`src/sv/dmlc_pkg.sv`:
```
// Shared types, codes and constants of the door motor, light and clock controller.
// Used by dmlc_cfg, dmlc_core and the top level; depends on nothing else.
package dmlc_pkg;

  // Fixed timing of the sequencer, in ticks.
  localparam logic [15:0] PULSE_TICKS   = 16'd100;
  localparam logic [15:0] PAUSE_TICKS   = 16'd1000;
  localparam logic [6:0]  CONFIRM_TICKS = 7'd100;
  localparam logic [15:0] TIMER_MAX     = 16'hFFFF;

  // Item kinds carried in tuser.
  localparam logic [1:0] OP_TICK    = 2'd0;
  localparam logic [1:0] OP_MEASURE = 2'd1;
  localparam logic [1:0] OP_COMMAND = 2'd2;

  // User commands.
  localparam logic [1:0] CMD_OPEN  = 2'd0;
  localparam logic [1:0] CMD_CLOSE = 2'd1;
  localparam logic [1:0] CMD_STOP  = 2'd2;
  localparam logic [1:0] CMD_AUTO  = 2'd3;

  // Configuration register indexes.
  localparam logic [2:0] REG_DAY_START   = 3'd0;
  localparam logic [2:0] REG_NIGHT_START = 3'd1;
  localparam logic [2:0] REG_MAX_CURRENT = 3'd2;
  localparam logic [2:0] REG_NIGHT_LUX   = 3'd3;
  localparam logic [2:0] REG_CONSISTENT  = 3'd4;
  localparam logic [2:0] REG_MAX_RUN     = 3'd5;
  localparam logic [2:0] REG_OBST_WINDOW = 3'd6;
  localparam logic [2:0] REG_MAX_TRIES   = 3'd7;

  typedef enum logic [2:0] {
    PH_IDLE         = 3'd0,
    PH_OPEN_RUN     = 3'd1,
    PH_OPEN_PULSE   = 3'd2,
    PH_CLOSE_RUN    = 3'd3,
    PH_CLOSE_PULSE  = 3'd4,
    PH_GIVEUP_PULSE = 3'd5,
    PH_PAUSE        = 3'd6
  } phase_t;

  typedef enum logic [2:0] {
    DS_UNKNOWN = 3'd0,
    DS_OPENING = 3'd1,
    DS_OPENED  = 3'd2,
    DS_CLOSING = 3'd3,
    DS_CLOSED  = 3'd4
  } door_t;

  typedef enum logic [1:0] {
    DRV_OFF   = 2'd0,
    DRV_OPEN  = 2'd1,
    DRV_CLOSE = 2'd2
  } drive_t;

  typedef struct packed {
    logic [4:0]  day_start_hour;
    logic [4:0]  night_start_hour;
    logic [11:0] current_limit;
    logic [15:0] night_lux;
    logic [3:0]  consistent_readings;
    logic [15:0] max_run_ms;
    logic [15:0] obstruction_window_ms;
    logic [1:0]  max_tries;
  } cfg_t;

  typedef struct packed {
    logic [1:0]         op;
    logic signed [12:0] motor_current;
    logic [15:0]        lux;
    logic [4:0]         hour;
    logic [1:0]         command;
  } item_t;

  typedef struct packed {
    logic [1:0] attempts;
    logic       obstruction;
    logic       night;
    logic       automatic_res;
    door_t      door_state;
    drive_t     motor_drive;
  } res_t;

  // Status of the sequencer that the top level watches.
  typedef struct packed {
    phase_t     phase;
    logic       confirm_pending;
    logic [6:0] confirm_timer;
  } stat_t;

endpackage

```
`src/sv/door_motor_light_clock_controller_unit.sv`:
```
// Top level of the door motor, light and clock controller: stream ports, input and
// result registers. Depends on dmlc_pkg, dmlc_cfg and dmlc_core.
//
// This block sequences a motorised door. Every input word gives exactly one result
// word, in order. A word is taken into an input register, the sequencer state is
// updated from it by short logic once the output register is free, and the result
// lands in an output register, so a new word can be taken in every cycle, also
// while a finished result is still waiting to be taken. The input is held back
// only while a word waits in the input register behind a result that the output
// has not yet taken. Input words carry the item kind in tuser (0 millisecond tick
// with a motor current sample, 1 light and hour measurement, 2 user command). Reset
// starts an open run in automatic mode with the documented register defaults.
// Configuration writes may be made at any time the stream is quiet and are always
// accepted at once.
module door_motor_light_clock_controller_unit (
  input  logic        clk,
  input  logic        rst,
  // Input stream.
  input  logic        s_axis_tvalid,
  output logic        s_axis_tready,
  input  logic [39:0] s_axis_tdata,  // motor_current[12:0], lux[28:13], hour[33:29],
                                     // command[35:34], zero fill above
  input  logic [1:0]  s_axis_tuser,  // op[1:0]
  // Result stream.
  output logic        m_axis_tvalid,
  input  logic        m_axis_tready,
  output logic [15:0] m_axis_tdata,  // motor_drive[1:0], door_state[4:2],
                                     // automatic_res[5], night[6], obstruction[7],
                                     // attempts[9:8], zero fill above
  // Configuration write channel.
  input  logic        cfg_valid,
  output logic        cfg_ready,
  input  logic [2:0]  cfg_index,
  input  logic [15:0] cfg_data
);

  dmlc_pkg::cfg_t  cfg;
  dmlc_pkg::item_t in_item;
  logic            in_valid;
  dmlc_pkg::res_t  res_comb;
  dmlc_pkg::res_t  out_res;
  logic            out_valid;
  logic            out_free;
  logic            fire;
  dmlc_pkg::stat_t stat;

  // The output register can take a new result when it is empty or being emptied.
  assign out_free      = !out_valid || m_axis_tready;
  // The held word is processed whenever its result has somewhere to go.
  assign fire          = in_valid && out_free;
  assign s_axis_tready = !in_valid || out_free;

  dmlc_cfg u_cfg (
    .clk       (clk),
    .rst       (rst),
    .cfg_valid (cfg_valid),
    .cfg_ready (cfg_ready),
    .cfg_index (cfg_index),
    .cfg_data  (cfg_data),
    .cfg       (cfg)
  );

  dmlc_core u_core (
    .clk  (clk),
    .rst  (rst),
    .fire (fire),
    .item (in_item),
    .cfg  (cfg),
    .res  (res_comb),
    .stat (stat)
  );

  // Input register.
  always_ff @(posedge clk) begin
    if (rst) begin
      in_valid <= 1'b0;
    end else if (s_axis_tready) begin
      in_valid <= s_axis_tvalid;
    end
  end

  always_ff @(posedge clk) begin
    if (s_axis_tvalid && s_axis_tready) begin
      in_item.op            <= s_axis_tuser;
      in_item.motor_current <= signed'(s_axis_tdata[12:0]);
      in_item.lux           <= s_axis_tdata[28:13];
      in_item.hour          <= s_axis_tdata[33:29];
      in_item.command       <= s_axis_tdata[35:34];
    end
  end

  // Result register.
  always_ff @(posedge clk) begin
    if (rst) begin
      out_valid <= 1'b0;
    end else if (out_free) begin
      out_valid <= fire;
    end
  end

  always_ff @(posedge clk) begin
    if (fire) begin
      out_res <= res_comb;
    end
  end

  assign m_axis_tvalid = out_valid;
  assign m_axis_tdata  = {6'd0, out_res.attempts, out_res.obstruction, out_res.night,
                          out_res.automatic_res, out_res.door_state, out_res.motor_drive};

  // An overcurrent check can only be pending while the motor is on a run.
  assert property (@(posedge clk) disable iff (rst)
    stat.confirm_pending |-> (stat.phase == dmlc_pkg::PH_OPEN_RUN ||
                              stat.phase == dmlc_pkg::PH_CLOSE_RUN))
    else $error("overcurrent check pending outside a run");

  // The confirmation counter never reaches its terminal count while at rest.
  assert property (@(posedge clk) disable iff (rst)
    stat.confirm_timer < dmlc_pkg::CONFIRM_TICKS)
    else $error("confirmation counter overran");

  // A processed word always leaves a result waiting in the next cycle.
  assert property (@(posedge clk) disable iff (rst)
    fire |=> m_axis_tvalid)
    else $error("processed word produced no result");

  // An obstruction is only seen during a close attempt, so attempts cannot be zero.
  assert property (@(posedge clk) disable iff (rst)
    (m_axis_tvalid && out_res.obstruction) |-> (out_res.attempts != 2'd0))
    else $error("obstruction reported without a close attempt");

endmodule

```
`src/sv/dmlc_cfg.sv`:
```
// Configuration register file of the door controller.
// Depends on dmlc_pkg for the register indexes and the cfg_t bundle.
module dmlc_cfg (
  input  logic               clk,
  input  logic               rst,
  input  logic               cfg_valid,
  output logic               cfg_ready,
  input  logic [2:0]         cfg_index,
  input  logic [15:0]        cfg_data,
  output dmlc_pkg::cfg_t     cfg
);

  dmlc_pkg::cfg_t regs;

  // Writes are always taken; they land in the register the index selects.
  assign cfg_ready = 1'b1;
  assign cfg       = regs;

  always_ff @(posedge clk) begin
    if (rst) begin
      regs.day_start_hour        <= 5'd7;
      regs.night_start_hour      <= 5'd21;
      regs.current_limit         <= 12'd500;
      regs.night_lux             <= 16'd10;
      regs.consistent_readings   <= 4'd3;
      regs.max_run_ms            <= 16'd30000;
      regs.obstruction_window_ms <= 16'd5500;
      regs.max_tries             <= 2'd3;
    end else if (cfg_valid) begin
      case (cfg_index)
        dmlc_pkg::REG_DAY_START:   regs.day_start_hour        <= cfg_data[4:0];
        dmlc_pkg::REG_NIGHT_START: regs.night_start_hour      <= cfg_data[4:0];
        dmlc_pkg::REG_MAX_CURRENT: regs.current_limit         <= cfg_data[11:0];
        dmlc_pkg::REG_NIGHT_LUX:   regs.night_lux             <= cfg_data;
        dmlc_pkg::REG_CONSISTENT:  regs.consistent_readings   <= cfg_data[3:0];
        dmlc_pkg::REG_MAX_RUN:     regs.max_run_ms            <= cfg_data;
        dmlc_pkg::REG_OBST_WINDOW: regs.obstruction_window_ms <= cfg_data;
        dmlc_pkg::REG_MAX_TRIES:   regs.max_tries             <= cfg_data[1:0];
        default: begin
        end
      endcase
    end
  end

endmodule

```
`src/sv/dmlc_core.sv`:
```
// Sequencer state and its single-pass update for one item of the door controller.
// Depends on dmlc_pkg; the result is registered by the top level.
module dmlc_core (
  input  logic              clk,
  input  logic              rst,
  input  logic              fire,
  input  dmlc_pkg::item_t   item,
  input  dmlc_pkg::cfg_t    cfg,
  output dmlc_pkg::res_t    res,
  output dmlc_pkg::stat_t   stat
);

  dmlc_pkg::phase_t phase, phase_next;
  dmlc_pkg::door_t  door_status, door_status_next;
  logic [15:0] run_timer, run_timer_next;
  logic [6:0]  confirm_timer, confirm_timer_next;
  logic        confirm_pending, confirm_pending_next;
  logic [1:0]  close_tries, close_tries_next;
  logic        retry_pending, retry_pending_next;
  logic        auto_mode, auto_mode_next;
  logic        light_says_night, light_says_night_next;
  logic [3:0]  agree_count, agree_count_next;
  logic        night_verdict, night_verdict_next;
  logic        obstructed;

  always_comb begin
    logic [12:0] cur_u;
    logic [12:0] mag;
    logic        over;
    logic [15:0] rt;
    logic [6:0]  ct;
    logic        confirmed;
    logic        run_phase;
    logic        measured;
    logic        clock_night;
    logic [4:0]  n;

    phase_next            = phase;
    door_status_next      = door_status;
    run_timer_next        = run_timer;
    confirm_timer_next    = confirm_timer;
    confirm_pending_next  = confirm_pending;
    close_tries_next      = close_tries;
    retry_pending_next    = retry_pending;
    auto_mode_next        = auto_mode;
    light_says_night_next = light_says_night;
    agree_count_next      = agree_count;
    night_verdict_next    = night_verdict;
    obstructed            = 1'b0;

    // Magnitude of the signed sample; the most negative value stays 4096.
    cur_u     = unsigned'(item.motor_current);
    mag       = cur_u[12] ? (13'd0 - cur_u) : cur_u;
    over      = mag > {1'b0, cfg.current_limit};
    rt        = (run_timer == dmlc_pkg::TIMER_MAX) ? run_timer : run_timer + 16'd1;
    ct        = confirm_timer + 7'd1;
    confirmed = 1'b0;
    run_phase = (phase == dmlc_pkg::PH_OPEN_RUN) || (phase == dmlc_pkg::PH_CLOSE_RUN);
    measured  = item.lux < cfg.night_lux;
    clock_night = (item.hour >= cfg.night_start_hour) || (item.hour < cfg.day_start_hour);
    n         = {1'b0, agree_count} + 5'd1;

    case (item.op)
      dmlc_pkg::OP_TICK: begin
        run_timer_next = rt;
        if (run_phase) begin
          if (confirm_pending) begin
            if (ct >= dmlc_pkg::CONFIRM_TICKS) begin
              confirm_pending_next = 1'b0;
              confirm_timer_next   = 7'd0;
              confirmed            = over;
            end else begin
              confirm_timer_next = ct;
            end
          end else if (over) begin
            confirm_pending_next = 1'b1;
            confirm_timer_next   = 7'd0;
          end
          if (confirmed) begin
            if (phase == dmlc_pkg::PH_CLOSE_RUN && rt < cfg.obstruction_window_ms) begin
              obstructed = 1'b1;
              if (close_tries < cfg.max_tries) begin
                // Reopen straight away and retry after the pause.
                retry_pending_next = 1'b1;
                phase_next         = dmlc_pkg::PH_OPEN_RUN;
                door_status_next   = dmlc_pkg::DS_OPENING;
                run_timer_next     = 16'd0;
              end else begin
                phase_next     = dmlc_pkg::PH_GIVEUP_PULSE;
                run_timer_next = 16'd0;
              end
            end else begin
              run_timer_next = 16'd0;
              phase_next     = (phase == dmlc_pkg::PH_OPEN_RUN) ?
                               dmlc_pkg::PH_OPEN_PULSE : dmlc_pkg::PH_CLOSE_PULSE;
            end
          end else if (!confirm_pending_next && rt >= cfg.max_run_ms) begin
            confirm_pending_next = 1'b0;
            confirm_timer_next   = 7'd0;
            run_timer_next       = 16'd0;
            phase_next           = (phase == dmlc_pkg::PH_OPEN_RUN) ?
                                   dmlc_pkg::PH_OPEN_PULSE : dmlc_pkg::PH_CLOSE_PULSE;
          end
        end else if (phase == dmlc_pkg::PH_OPEN_PULSE) begin
          if (rt >= dmlc_pkg::PULSE_TICKS) begin
            door_status_next = dmlc_pkg::DS_OPENED;
            run_timer_next   = 16'd0;
            phase_next       = retry_pending ? dmlc_pkg::PH_PAUSE : dmlc_pkg::PH_IDLE;
          end
        end else if (phase == dmlc_pkg::PH_CLOSE_PULSE ||
                     phase == dmlc_pkg::PH_GIVEUP_PULSE) begin
          if (rt >= dmlc_pkg::PULSE_TICKS) begin
            door_status_next = (phase == dmlc_pkg::PH_CLOSE_PULSE) ?
                               dmlc_pkg::DS_CLOSED : dmlc_pkg::DS_UNKNOWN;
            run_timer_next   = 16'd0;
            phase_next       = dmlc_pkg::PH_IDLE;
          end
        end else if (phase == dmlc_pkg::PH_PAUSE) begin
          if (rt >= dmlc_pkg::PAUSE_TICKS) begin
            retry_pending_next   = 1'b0;
            phase_next           = dmlc_pkg::PH_CLOSE_RUN;
            door_status_next     = dmlc_pkg::DS_CLOSING;
            run_timer_next       = 16'd0;
            confirm_timer_next   = 7'd0;
            confirm_pending_next = 1'b0;
            close_tries_next     = close_tries + 2'd1;
          end
        end
      end

      dmlc_pkg::OP_MEASURE: begin
        if (auto_mode && phase == dmlc_pkg::PH_IDLE) begin
          if (measured != light_says_night) begin
            if (n > {1'b0, cfg.consistent_readings}) begin
              agree_count_next      = 4'd1;
              light_says_night_next = measured;
            end else begin
              agree_count_next = n[3:0];
            end
          end else begin
            agree_count_next = 4'd1;
          end
          night_verdict_next = clock_night || light_says_night_next;
          if (night_verdict_next && door_status == dmlc_pkg::DS_OPENED) begin
            phase_next           = dmlc_pkg::PH_CLOSE_RUN;
            door_status_next     = dmlc_pkg::DS_CLOSING;
            run_timer_next       = 16'd0;
            confirm_timer_next   = 7'd0;
            confirm_pending_next = 1'b0;
            close_tries_next     = 2'd1;
          end else if (!night_verdict_next && door_status == dmlc_pkg::DS_CLOSED) begin
            phase_next           = dmlc_pkg::PH_OPEN_RUN;
            door_status_next     = dmlc_pkg::DS_OPENING;
            run_timer_next       = 16'd0;
            confirm_timer_next   = 7'd0;
            confirm_pending_next = 1'b0;
          end
        end
      end

      dmlc_pkg::OP_COMMAND: begin
        case (item.command)
          dmlc_pkg::CMD_OPEN: begin
            if (phase == dmlc_pkg::PH_IDLE) begin
              auto_mode_next       = 1'b0;
              phase_next           = dmlc_pkg::PH_OPEN_RUN;
              door_status_next     = dmlc_pkg::DS_OPENING;
              run_timer_next       = 16'd0;
              confirm_timer_next   = 7'd0;
              confirm_pending_next = 1'b0;
            end
          end
          dmlc_pkg::CMD_CLOSE: begin
            if (phase == dmlc_pkg::PH_IDLE) begin
              auto_mode_next       = 1'b0;
              phase_next           = dmlc_pkg::PH_CLOSE_RUN;
              door_status_next     = dmlc_pkg::DS_CLOSING;
              run_timer_next       = 16'd0;
              confirm_timer_next   = 7'd0;
              confirm_pending_next = 1'b0;
              close_tries_next     = 2'd1;
            end
          end
          dmlc_pkg::CMD_STOP: begin
            auto_mode_next = 1'b0;
            if (run_phase) begin
              confirm_pending_next = 1'b0;
              confirm_timer_next   = 7'd0;
              run_timer_next       = 16'd0;
              phase_next           = (phase == dmlc_pkg::PH_OPEN_RUN) ?
                                     dmlc_pkg::PH_OPEN_PULSE : dmlc_pkg::PH_CLOSE_PULSE;
            end else if (phase == dmlc_pkg::PH_PAUSE) begin
              retry_pending_next = 1'b0;
              run_timer_next     = 16'd0;
              phase_next         = dmlc_pkg::PH_IDLE;
            end
          end
          default: begin
            auto_mode_next = 1'b1;
          end
        endcase
      end

      default: begin
      end
    endcase
  end

  always_ff @(posedge clk) begin
    if (rst) begin
      phase            <= dmlc_pkg::PH_OPEN_RUN;
      door_status      <= dmlc_pkg::DS_OPENING;
      run_timer        <= 16'd0;
      confirm_timer    <= 7'd0;
      confirm_pending  <= 1'b0;
      close_tries      <= 2'd0;
      retry_pending    <= 1'b0;
      auto_mode        <= 1'b1;
      light_says_night <= 1'b0;
      agree_count      <= 4'd0;
      night_verdict    <= 1'b0;
    end else if (fire) begin
      phase            <= phase_next;
      door_status      <= door_status_next;
      run_timer        <= run_timer_next;
      confirm_timer    <= confirm_timer_next;
      confirm_pending  <= confirm_pending_next;
      close_tries      <= close_tries_next;
      retry_pending    <= retry_pending_next;
      auto_mode        <= auto_mode_next;
      light_says_night <= light_says_night_next;
      agree_count      <= agree_count_next;
      night_verdict    <= night_verdict_next;
    end
  end

  // Result reflects the state after this item.
  always_comb begin
    case (phase_next)
      dmlc_pkg::PH_OPEN_RUN,
      dmlc_pkg::PH_CLOSE_PULSE,
      dmlc_pkg::PH_GIVEUP_PULSE: res.motor_drive = dmlc_pkg::DRV_OPEN;
      dmlc_pkg::PH_OPEN_PULSE,
      dmlc_pkg::PH_CLOSE_RUN:    res.motor_drive = dmlc_pkg::DRV_CLOSE;
      default:                   res.motor_drive = dmlc_pkg::DRV_OFF;
    endcase
    res.door_state    = door_status_next;
    res.automatic_res = auto_mode_next;
    res.night         = night_verdict_next;
    res.obstruction   = obstructed;
    res.attempts      = close_tries_next;
  end

  assign stat.phase           = phase;
  assign stat.confirm_pending = confirm_pending;
  assign stat.confirm_timer   = confirm_timer;

endmodule

```
`config.mk`:
```
export PLATFORM = sky130hd
export DESIGN_NAME = door_motor_light_clock_controller_unit
export DESIGN_NICKNAME = d
export VERILOG_FILES = /design/src/sv/dmlc_pkg.sv /design/src/sv/door_motor_light_clock_controller_unit.sv /design/src/sv/dmlc_cfg.sv /design/src/sv/dmlc_core.sv
export SDC_FILE = /design/constraint.sdc
export NUM_CORES = 1
export LEC_CHECK = 0
export ABC_AREA = 1
export BUFFER_PORTS_ARGS = -buffer_cell sky130_fd_sc_hd__buf_2
export CELL_PAD_IN_SITES_DETAIL_PLACEMENT = 1
export CELL_PAD_IN_SITES_GLOBAL_PLACEMENT = 2
export CORE_AREA = 2 2 163 165
export DETAILED_ROUTE_END_ITERATION = 8
export DIE_AREA = 0 0 165 167
export PLACE_DENSITY_LB_ADDON = 0.12
export SKIP_LAST_GASP = 1
export SYNTH_ARGS = -nofsm -noshare
export SYNTH_HDL_FRONTEND = slang
export SYNTH_SLANG_ARGS = --single-unit
```
`constraint.sdc`:
```
create_clock -name clk -period 4.8 [get_ports clk]
set_input_delay 0.48 -clock clk [delete_from_list [all_inputs] [get_ports clk]]
set_output_delay 0.48 -clock clk [all_outputs]
set_load 0.005 [all_outputs]
```
==> impl_metrics.tcl <==
set metrics [dict create \
    gp_congestion 0.837 \
    relSlewSlack_pct 55.1 \
    fin_crit_ns 3.77 \
    via_per_inst 5.01 \
    grt_max_degree 52 \
    cp.arrival_ns 3.95 \
    htree_levels 4 \
    synth_edf_count 48 \
    grt_usage_pct 20.3 \
    clk_path_buf_depth 2 \
    hold_viol 0 \
    drt_iter0_drc 266 \
    p_leak_nw 4.93 \
    path_class "reg -> reg" \
    die_w_um 165 \
    diodes 0 \
    fin_area_mm2 0.0109 \
    status "finished, final reports clean" \
    maxSlewViolCount 0 \
    start_util_pct 37.5 \
    drc_errors 0 \
    wl_per_cell_um 16.1 \
    yosysWarnings 0 \
    io_pins 85 \
    core-area_mm2 0.0258 \
    synthTopCellsByArea "dfxtp_1, edfxtp_1, ha_1" \
    drive_gt1_share_pct 13.7 \
    hold_path_depth 1 \
    cts_inserted_buffers 17 \
    syn_inst 1240 \
    synthTopCellsByCount "nand2_1, inv_1, dfxtp_1" \
    drtPass1Iterations 5 \
    worstPathMaxFanout 19 \
    post-cts-setup-buffers 0 \
    area_growth_pct 12.8 \
    ant_nets 0 \
    portBuffers 73 \
    grt_pass1_vias 8377 \
    cp.required_ns 4.98 \
    fp.dieH_um 167 \
    root_buffer "clkbuf_16" \
    pre_cts_ws_ns 0.973 \
    ff2ff_path_depth 25 \
    clock-sinks 166 \
    cts_resized 0 \
    finalCritPeriodShare_pct 78.5 \
    cp-start-kind "register" \
    setup_slack_ns 1.03 \
    synthArstFlopShare_pct 0 \
    setup_viol 0 \
    worst_slew_pin_slew_ns 0.669 \
    synth_seq_cells 166 \
    vias 8287 \
    fillers 3181 \
    drv_cap 0 \
    clk_pin_slew_worst_paths_ns 0.08 \
    ys_types 52 \
    hold_buffers 0 \
    cellPowerDensity_mw_per_mm2 303 \
    synthMostInstantiatedCell "nand2_1" \
    finalSetupTns_ns 0 \
    ys_seq_area_share_pct 39.3 \
    clkLatencyLatePin_ns 0.44 \
    cts_tree "built" \
    antenna_found_initial 0 \
    grt_pass1_wl_um 43700 \
    routed_wirelength_um 26600 \
    hp-class "in -> reg" \
    placed_area_mm2 0.0103 \
    rsz0062_at_grt "no" \
    final_nets 1447 \
    grt_overflow 0 \
    fmax_ghz 0.265 \
    synth_flop_cell "dfxtp_1" \
    synth_area_leader_cell "dfxtp_1" \
    synthesis.area_mm2 0.00967 \
    yosys.area.top_type_share_pct 24.4 \
    worstSetupEndpointType "register" \
    rows 59 \
    place_hpwl_um 20100 \
    skew_ns 0.0144 \
    worst_ir_drop_vdd_mv 0.226 \
    die_area_mm2 0.0276 \
    syn_avg_cell_area_um2 7.80 \
]
## sequential cells by signal, summed over array words and instances (netlist names), 2 cells and up
name                  flops
u_core.phase              3
u_core.close_tries        2
u_core.door_status        3
u_core.run_timer         16
in_item                  38
m_axis_tdata             10
u_core.confirm_timer      7
u_core.agree_count        4
u_cfg.cfg                76
## layer usage
layer,up-vias,GRT usage [%],wire length (µm)
li1,4251,-,-
met1,3924,27.6,13200
met2,95,34.0,12600
met3,17,2.79,584
met4,0,4.39,207
met5,-,0,0
## worst max-delay path, stage by stage (launching register included)
cell and delay (ns):
dfxtp_1 0.42, ha_1 0.32, nand2_2 0.11, nor2_4 0.15, nand2_4 0.09, nor2_8 0.18
inv_6 0.12, nand2_1 0.09, and2_1 0.14, ha_1 0.22, o21ai_0 0.16, nand2_1 0.08
o21ai_0 0.14, inv_1 0.05, nand2_1 0.06, nand2_1 0.06, nand2_1 0.07, nand2_1 0.05
nand2_1 0.09, nand3_2 0.11, nand2_2 0.13, nand2_4 0.08, o21ai_0 0.19, nand2_1 0.10
a21boi_0 0.27, a21oi_2 0.04
## where the power goes
group | leakage [nW] | switching (W) | internal [W]
combinational | 3.21 | 0.000264 | 0.000132
clock | 0.287 | 0.000676 | 0.000700
sequential | 1.43 | 0.0000306 | 0.00150
## layout by cell type, fill, tap and decap left out, types with 3 or more instances in the layout
| master | count |
|---|---|
| inv_8 | 5 |
| buf_4 | 8 |
| nand2_2 | 11 |
| nand3_1 | 80 |
| dfxtp_1 | 118 |
| a31oi_1 | 3 |
| o21ai_0 | 75 |
| o21ai_1 | 12 |
| buf_2 | 73 |
| xnor2_1 | 3 |
| edfxtp_1 | 48 |
| conb_1 | 7 |
| o22ai_1 | 5 |
| nand2_4 | 4 |
| a211oi_1 | 3 |
| inv_2 | 8 |
| clkinv_8 | 3 |
| xor2_1 | 25 |
| nor2_4 | 3 |
| nand4_1 | 13 |
| nor2_1 | 83 |
| o211ai_1 | 33 |
| nor3_1 | 18 |
| inv_6 | 3 |
| nand2_1 | 233 |
| inv_1 | 180 |
| ha_1 | 76 |
| nand3_2 | 16 |
| clkinv_4 | 4 |
| nor2_2 | 4 |
| a21oi_1 | 105 |
| a21oi_2 | 13 |
| clkbuf_16 | 17 |
## per-stage QoR
| stage | util [%] | hold slack [ns] | std cells | total power [W] |
|---|---|---|---|---|
| 2_1_floorplan | - | 0.424 | 1245 | 0.00183 |
| 3_3_place_gp | 40.1 | 0.435 | 1621 | 0.00195 |
| 3_5_place_dp | 40.1 | 0.444 | 1621 | 0.00196 |
| 4_1_cts | 42.4 | 0.183 | 1653 | 0.00336 |
| 5_1_grt | 42.4 | 0.186 | 1653 | 0.00347 |
| 6_report | 42.4 | 0.205 | 1653 | 0.00330 |
## logic make-up after synthesis
family	Yosys count	synth area share (%)
other	2	0.0776
XOR/XNOR	28	2.54
flip-flops	166	39.3
AND/OR/NAND/NOR	476	23.2
buffers and inverters	231	9.65
adder cells (fa/ha/maj)	76	9.83
AO/OA/AOI/OAI	261	15.4
## area by class of cell
cell class	instances	area [µm²]	share of cell area, %
Tap cell	335	419	3.84
Inverter	191	724	6.64
Multi-Input combinational cell	848	4950	45.4
Sequential cell	166	3800	34.9
Clock inverter	14	158	1.44
Timing Repair Buffer	81	425	3.90
Clock buffer	18	429	3.93
## final timing paths
path	start	end	slack [ns]
hold reg to reg	u_cfg.cfg[38]	u_cfg.cfg[38]	0.45
setup reg to reg	u_core.run_timer[0]	m_axis_tdata[0]	1.03
setup / recovery	u_core.run_timer[0]	m_axis_tdata[0]	1.03
hold / removal	s_axis_tdata[6]	in_item[29]	0.20
No activity file was read; power rests on OpenSTA's default activity.
